==> config.mk <==
export PLATFORM = sky130hd
export DESIGN_NAME = gbfs_div
export DESIGN_NICKNAME = d
export VERILOG_FILES = /design/src/rtl/gbfs_pkg.sv /design/src/rtl/gbfs_div.sv
export SDC_FILE = /design/constraint.sdc
export NUM_CORES = 1
export LEC_CHECK = 0
export ABC_AREA = 1
export BUFFER_PORTS_ARGS = -buffer_cell sky130_fd_sc_hd__buf_4
export CAP_MARGIN = 25
export CORE_MARGIN = 2
export CORE_UTILIZATION = 25
export CTS_BUF_LIST = sky130_fd_sc_hd__clkbuf_4
export DETAILED_ROUTE_END_ITERATION = 16
export PLACE_DENSITY = 0.45
export SYNTH_ARGS = -nofsm -noshare
export SYNTH_HDL_FRONTEND = slang
export SYNTH_SLANG_ARGS = --single-unit
==> constraint.sdc <==
create_clock -name clk -period 5.9 [get_ports clk]
set_input_delay 0.59 -clock clk [delete_from_list [all_inputs] [get_ports clk]]
set_output_delay 0.59 -clock clk [all_outputs]
set_load 0.01 [all_outputs]
==> src/rtl/gbfs_pkg.sv <==
package gbfs_pkg;

	localparam int COORD_W    = 12;
	localparam int SCORE_W    = 32;
	localparam int LEVEL_W    = 3;
	localparam int GRID_W     = 7;
	localparam int CELLNUM_W  = 9;
	localparam int REQ_W      = 3;
	localparam int CNT_W      = 8;
	localparam int QUOT_W     = 6;
	localparam int INDEX_W    = 13;
	localparam int CFG_IDX_W  = 3;
	localparam int CFG_DATA_W = 32;

	localparam int S_TDATA_W = 72;
	localparam int M_TDATA_W = 32;
	localparam int M_TUSER_W = 2;

	localparam logic [REQ_W-1:0] REQ_START      = 3'd0;
	localparam logic [REQ_W-1:0] REQ_LOCK       = 3'd1;
	localparam logic [REQ_W-1:0] REQ_UNLOCK_ALL = 3'd2;
	localparam logic [REQ_W-1:0] REQ_CANDIDATE  = 3'd3;
	localparam logic [REQ_W-1:0] REQ_READ       = 3'd4;

	localparam logic [CFG_IDX_W-1:0] CFG_GRID_COLS   = 3'd0;
	localparam logic [CFG_IDX_W-1:0] CFG_GRID_ROWS   = 3'd1;
	localparam logic [CFG_IDX_W-1:0] CFG_CELL_WIDTH  = 3'd2;
	localparam logic [CFG_IDX_W-1:0] CFG_CELL_HEIGHT = 3'd3;
	localparam logic [CFG_IDX_W-1:0] CFG_THRESHOLD   = 3'd4;
	localparam logic [CFG_IDX_W-1:0] CFG_MAX_FEAT    = 3'd5;

	localparam logic [GRID_W-1:0]  RST_GRID_COLS   = 7'd20;
	localparam logic [GRID_W-1:0]  RST_GRID_ROWS   = 7'd20;
	localparam logic [COORD_W-1:0] RST_CELL_WIDTH  = 12'd32;
	localparam logic [COORD_W-1:0] RST_CELL_HEIGHT = 12'd24;
	localparam logic [SCORE_W-1:0] RST_THRESHOLD   = 32'd1280;
	localparam logic [CNT_W-1:0]   RST_MAX_FEAT    = 8'd100;

	localparam logic [GRID_W-1:0] GRID_LIMIT = 7'd64;

	typedef struct packed {
		logic [SCORE_W-1:0] score;
		logic [COORD_W-1:0] x;
		logic [COORD_W-1:0] y;
		logic [LEVEL_W-1:0] level;
	} cell_entry_t;

	typedef enum logic [2:0] {
		ST_SWEEP,
		ST_IDLE,
		ST_DIV,
		ST_LOOKUP,
		ST_UPDATE,
		ST_EMIT
	} state_t;

	function automatic logic [GRID_W-1:0] clamp_dim(input logic [GRID_W-1:0] v);
		logic [GRID_W-1:0] r;
		if (v == '0) begin
			r = GRID_W'(1);
		end else if (v > GRID_LIMIT) begin
			r = GRID_LIMIT;
		end else begin
			r = v;
		end
		return r;
	endfunction

endpackage

==> src/rtl/gbfs_div.sv <==
module gbfs_div import gbfs_pkg::*; (
	input  logic               clk,
	input  logic               arst_n,
	input  logic               start,
	input  logic [COORD_W-1:0] dividend,
	input  logic [COORD_W-1:0] divisor,
	output logic               busy,
	output logic [GRID_W-1:0]  quotient
);

	localparam int DSH_W = COORD_W + QUOT_W - 1;
	localparam int SAT_W = COORD_W + QUOT_W;
	localparam logic [1:0] STEPS = 2'(QUOT_W / 2);

	logic [COORD_W-1:0] rem_q;
	logic [DSH_W-1:0]   dsh_q;
	logic [QUOT_W-1:0]  quot_q;
	logic               sat_q;
	logic [1:0]         cnt_q;

	logic [DSH_W-1:0] rem_ext;
	logic [DSH_W-1:0] rem1;
	logic [DSH_W-1:0] rem2;
	logic [DSH_W-1:0] dsh_lo;
	logic             bit_hi;
	logic             bit_lo;
	logic             sat_now;

	// Two restoring steps per cycle. A quotient of 64 or more saturates.
	always_comb begin
		rem_ext = DSH_W'(rem_q);
		bit_hi  = rem_ext >= dsh_q;
		rem1    = bit_hi ? rem_ext - dsh_q : rem_ext;
		dsh_lo  = dsh_q >> 1;
		bit_lo  = rem1 >= dsh_lo;
		rem2    = bit_lo ? rem1 - dsh_lo : rem1;
		sat_now = SAT_W'(dividend) >= {divisor, {QUOT_W{1'b0}}};
	end

	always_ff @(posedge clk or negedge arst_n) begin
		if (!arst_n) begin
			cnt_q <= '0;
		end else if (start) begin
			cnt_q <= STEPS;
		end else if (cnt_q != '0) begin
			cnt_q <= cnt_q - 2'd1;
		end
	end

	always_ff @(posedge clk) begin
		if (start) begin
			rem_q  <= dividend;
			dsh_q  <= {divisor, {(QUOT_W-1){1'b0}}};
			quot_q <= '0;
			sat_q  <= sat_now;
		end else if (cnt_q != '0) begin
			rem_q  <= rem2[COORD_W-1:0];
			dsh_q  <= dsh_q >> 2;
			quot_q <= {quot_q[QUOT_W-3:0], bit_hi, bit_lo};
		end
	end

	assign busy     = cnt_q != '0;
	assign quotient = sat_q ? GRID_LIMIT : GRID_W'(quot_q);

endmodule

# Yosys cells after proc, flatten, opt, wreduce, memory -nomap -nowiden
# Index checks and enable logic that the tools add are counted.
[word_totals]
ff_bits = 38
input_bits = 27
elab_cells = 23
[classes]
add_sub_neg = 3
order_cmp = 3
muxes = 9
reduce_logical = 2
[ops]
columns = ["cell", "n"]
rows = [
  ["17-bit two-way mux", 3],
  ["12-bit two-way mux", 3],
  ["12-bit by 18-bit >= comparator with 1-bit output", 1],
  ["12-bit by 17-bit >= comparator with 1-bit output", 1],
  ["17-bit by 16-bit >= comparator with 1-bit output", 1],
  ["12-bit by 17-bit subtractor with 17-bit output", 1],
  ["12-bit subtractor", 1],
  ["7-bit two-way mux", 1],
  ["2-bit two-way mux", 2],
  ["2-bit nonzero test", 2],
  ["2-bit by 1-bit subtractor with 2-bit output (second input constant)", 1],
]

# Longest topological paths before layout
[depth]
ltp_word = 6
ltp_mapped = 31

# Worst setup path after synthesis
# OpenSTA, ideal clock, no wires.
[synth_timing]
path_kind = "register -> register"
startpoint = "register rem_q[3]"
endpoint = "register rem_q[1], data pin"
setup_time_ns = 0.255
t_arrival_ns = 3.053
setup_slack_ns = 2.592
path_stages_with_launch = 27
n_path_buf = 2
path_cell_list = "edfxtp_1 ha_1 nand2_1 inv_2 nand2_1 nand2_1 nand2_1 nand3_2 nand2_2 nand2_4 buf_6 o21ai_1 inv_1 ha_1 nand2_1 inv_1 a21oi_1 nand3_1 nand2_1 nand2_1 nand2_1 nand2_1 nand2_2 buf_2 nand3_1 nand3_1 nand2_1"
[synth_between]
elab_chain_len = 6
elab_cells_between_ends = 8
cone_classes = "2 x add/sub; 2 x order compare; 4 x mux"
[synth_lines]
columns = ["element", "line", "source"]
rows = [
  ["from (decl)", "gbfs_div.sv:15", "logic [COORD_W-1:0] rem_q;"],
  ["from (signal assigned)", "gbfs_div.sv:52", "rem_q <= dividend;"],
  ["from (signal assigned)", "gbfs_div.sv:57", "rem_q <= rem2[COORD_W-1:0];"],
  ["12-bit by 17-bit subtractor with 17-bit output / 12-bit by 17-bit >= comparator with 1-bit output (equally long branches)", "gbfs_div.sv:33, gbfs_div.sv:32", ""],
  ["17-bit two-way mux (*)", "gbfs_div.sv:33", "rem1 = bit_hi ? rem_ext - dsh_q : rem_ext;"],
  ["17-bit by 16-bit >= comparator with 1-bit output / 12-bit subtractor (equally long branches)", "gbfs_div.sv:35, gbfs_div.sv:36", ""],
  ["12-bit two-way mux (*)", "gbfs_div.sv:36", "rem2 = bit_lo ? rem1 - dsh_lo : rem1;"],
  ["12-bit two-way mux (*)", "gbfs_div.sv:56", "end else if (cnt_q != '0) begin"],
  ["12-bit two-way mux (*)", "gbfs_div.sv:51", "if (start) begin"],
]
# Every way passes the cells marked *; elsewhere a longest branch is shown, timed or not. The select of a mux whose other input is x is not followed.
# A chain may end at the register's enable or synchronous reset.

# Worst setup path after layout
[layout_timing]
startpoint = "register rem_q[9]"
endpoint = "register rem_q[1], data pin"
# Same word-level chain as after synthesis.

==> results.yml <==
detailed_routing:
  drcViolationCount: 0
  vias: 3336
  via_per_inst: 4.59
  wire_per_inst_um: 13.7
  drtIter0Drc: 171
  antenna_left: 0
  routed_wl_um: 9990
  first_pass_iters: 4
hold_path:
  hold_path_class: "reg2reg"
global_route:
  grt_pass1_wl_um: 16200
  track_usage_pct: 13.9
  antenna_found_initial: 1
  grt.overflow.total: 0
  grt_max_degree: 34
  grt_pass1_vias: 3220
yosys:
  synth-seq-cells: 38
  avgSynthCellArea_um2: 6.90
  ys_seq_area_share_pct: 28.9
  synthCells: 513
  synth_top_area_share_pct: 21.2
  syn_nets: 577
  synth_cell_types: 39
  ys_warn_count: 0
  syn-cell-area_mm2: 0.00354
  synth_top_cell_by_area: "edfxtp_1"
  ys_top_cells_by_area: "edfxtp_1 (21%), nand2_1 (16%), ha_1 (12%), inv_1 (9.2%), dfxtp_1 (6.2%)"
cells_and_area:
  mostFrequentLayoutCell: "nand2_1"
  fillerInstances: 1520
  layout_common_cells: "nand2_1 (154), inv_1 (87), nand3_1 (43)"
  area_growth_pct: 13.5
  drive_gt1_share_pct: 11.5
  layout.nets: 609
  stdcell_count: 727
pwr:
  power_mw: 1.93
  cellPowerDensity_mw_per_mm2: 480
  leakagePower_nw: 2.05
  ir_worst_vdd_mv: 0.129
sta:
  skew_ns: 0.00808
  period_needed_ns: 4.01
  slew_headroom_pct: 54.2
  setup_slack_ns: 1.89
  finalSetupTns_ns: 0
  holdWs_ns: 0.487
  period_share_pct: 68.0
  fmax_ghz: 0.249
  rsz0062_at_grt: "no"
  worstMarginPinSlew_ns: 0.681
  setup_viol_count_final: 0
  maxSlewViolCount: 0
  timing_hold_violations_final: 0
clock_network:
  tritoncts: "yes"
  ctsResizeCount: 0
  hold_buffers: 1
  cts.sinks: 38
  cts-htree-levels: 2
  path_clk_slew_ns: 0.12
  root_buffer: "clkbuf_4"
  post_cts_buffers: 0
  max-clock-path-buffers: 2
  numCtsBuffers: 5
  clk_latency_ns: 0.36
critical_path:
  crit_path_max_fanout: 26
  cp-start-kind: "flip-flop"
  worst-setup-path-type: "reg2reg"
  critical_path.endpoint: "rem_q[1]$_DFFE_PP_"
  crit_path_start: "rem_q[9]$_DFFE_PP_"
  r2r_end: "rem_q[1]$_DFFE_PP_"
  worstPathRequired_ns: 6.02
  crit_path_end_kind: "flip-flop"
  cp.arrival_ns: 4.13
  r2r_cells: 22
  regToRegStartpoint: "rem_q[9]$_DFFE_PP_"
  rrSetupSlack_ns: 1.89
run_status:
  run_status: "finished clean"
placed_design:
  dp_cells: 717
  hpwl_um: 8090
  dp_slack_ns: 1.95
  port_buffers: 34
  place.gp.congestion: 0.952
floorplanning:
  dieArea_mm2: 0.0151
  core_area_mm2: 0.0138
  die_w_um: 123
  start_util_pct: 25.6
  fp.dieH_um: 123
  ios: 35
  num_rows: 43
flow_run:
  cap_violations: 0
-- cell type report --
cell class	instances	area (um^2)	share of cell area, %
Antenna cell	1	2.50	0.0623
Clock buffer	6	45.0	1.12
Clock inverter	2	8.76	0.218
Inverter	96	360	8.98
Multi-Input combinational cell	368	2080	51.8
Sequential cell	38	1020	25.4
Tap cell	180	225	5.61
Timing Repair Buffer	36	273	6.80
-- critical path: stages (launching register included) --
cell and delay, ns:
edfxtp_1 0.45, ha_1 0.43, nand2_1 0.13, nor3_1 0.29
nand2_2 0.13, nand2_4 0.26, nand2_1 0.09, o21ai_1 0.16
inv_1 0.09, ha_1 0.35, nand2_1 0.11, nor2_1 0.13
nand3_1 0.08, nand3_1 0.17, nand2_1 0.07, nand2_1 0.06
nand2_1 0.05, nand2_1 0.07, nand2_2 0.18, nand2_4 0.20
nand2_1 0.08, nand3_1 0.09, nand2_1 0.07
-- per-stage QoR --
step / util, % / cell area (um^2)
global route: 29.0 / 4010
finish: 29.0 / 4010
detailed placement: 28.5 / 3950
CTS: 29.0 / 4010
floorplan: - / 3540
global placement: 28.5 / 3950
-- sequential cells by signal (all words and copies together), names as in the netlist --
| name | cells |
|---|---|
| cnt_q | 2 |
| dsh_q | 17 |
| quot_q | 6 |
| rem_q | 12 |
| sat_q | 1 |
-- report_power, final --
group | internal, mW | switching, mW | leakage [nW]
Clock | 0.0498 | 0.0932 | 0.0358
Sequential | 0.367 | 0.0426 | 0.382
Combinational | 0.512 | 0.861 | 1.63
-- synthesized netlist by cell type (all sizes together) --
master  number
o21bai       3
nor4         2
buf          7
clkinv       2
fa           2
nand3b       5
o21ai       19
ha          35
xor2         8
a21o         2
nor2        30
inv         94
a21oi       18
a22oi        1
and2         1
or4          1
nand4        6
xnor2        7
edfxtp      25
nand2      160
dfrtp        2
o22ai       15
clkbuf       4
a31oi        2
o21a         1
nand3       45
a21boi       1
dfxtp       11
nor3         4
-- worst min path at each step --
stage / start / to / slack [ns] / cells past startpoint
detailed placement: arst_n / cnt_q[0]$_DFFE_PN0P_ / 0.38 / 1
global route: divisor[11] / dsh_q[16]$_DFFE_PP_ / 0.49 / 3
floorplan: arst_n / cnt_q[0]$_DFFE_PN0P_ / 0.29 / 0
finish: quot_q[5]$_SDFFE_PP0N_ / quot_q[5]$_SDFFE_PP0N_ / 0.49 / 2
CTS: divisor[10] / dsh_q[15]$_DFFE_PP_ / 0.48 / 3
global placement: arst_n / cnt_q[0]$_DFFE_PN0P_ / 0.37 / 1
-- cells by family (layout without fill, tap and decap cells) --
| group | Yosys count | count (layout) | share of synthesized area (%) |
|---|---|---|---|
| flip-flops | 38 | 38 | 28.9 |
| other | 0 | 1 | 0 |
| AO/OA/AOI/OAI | 62 | 62 | 10.4 |
| XOR/XNOR | 15 | 15 | 3.71 |
| AND/OR/NAND/NOR | 254 | 254 | 31.2 |
| buffers and inverters | 107 | 140 | 12.4 |
| adder cells (fa/ha/maj) | 37 | 37 | 13.5 |
-- routing by layer --
layer	part of all wire (%)	GRT usage (%)
met4	2.7	5.53
met5	0	0
met3	3.1	1.66
met2	46	22.4
met1	48	18.9
Power figures use the tool's default switching activity.
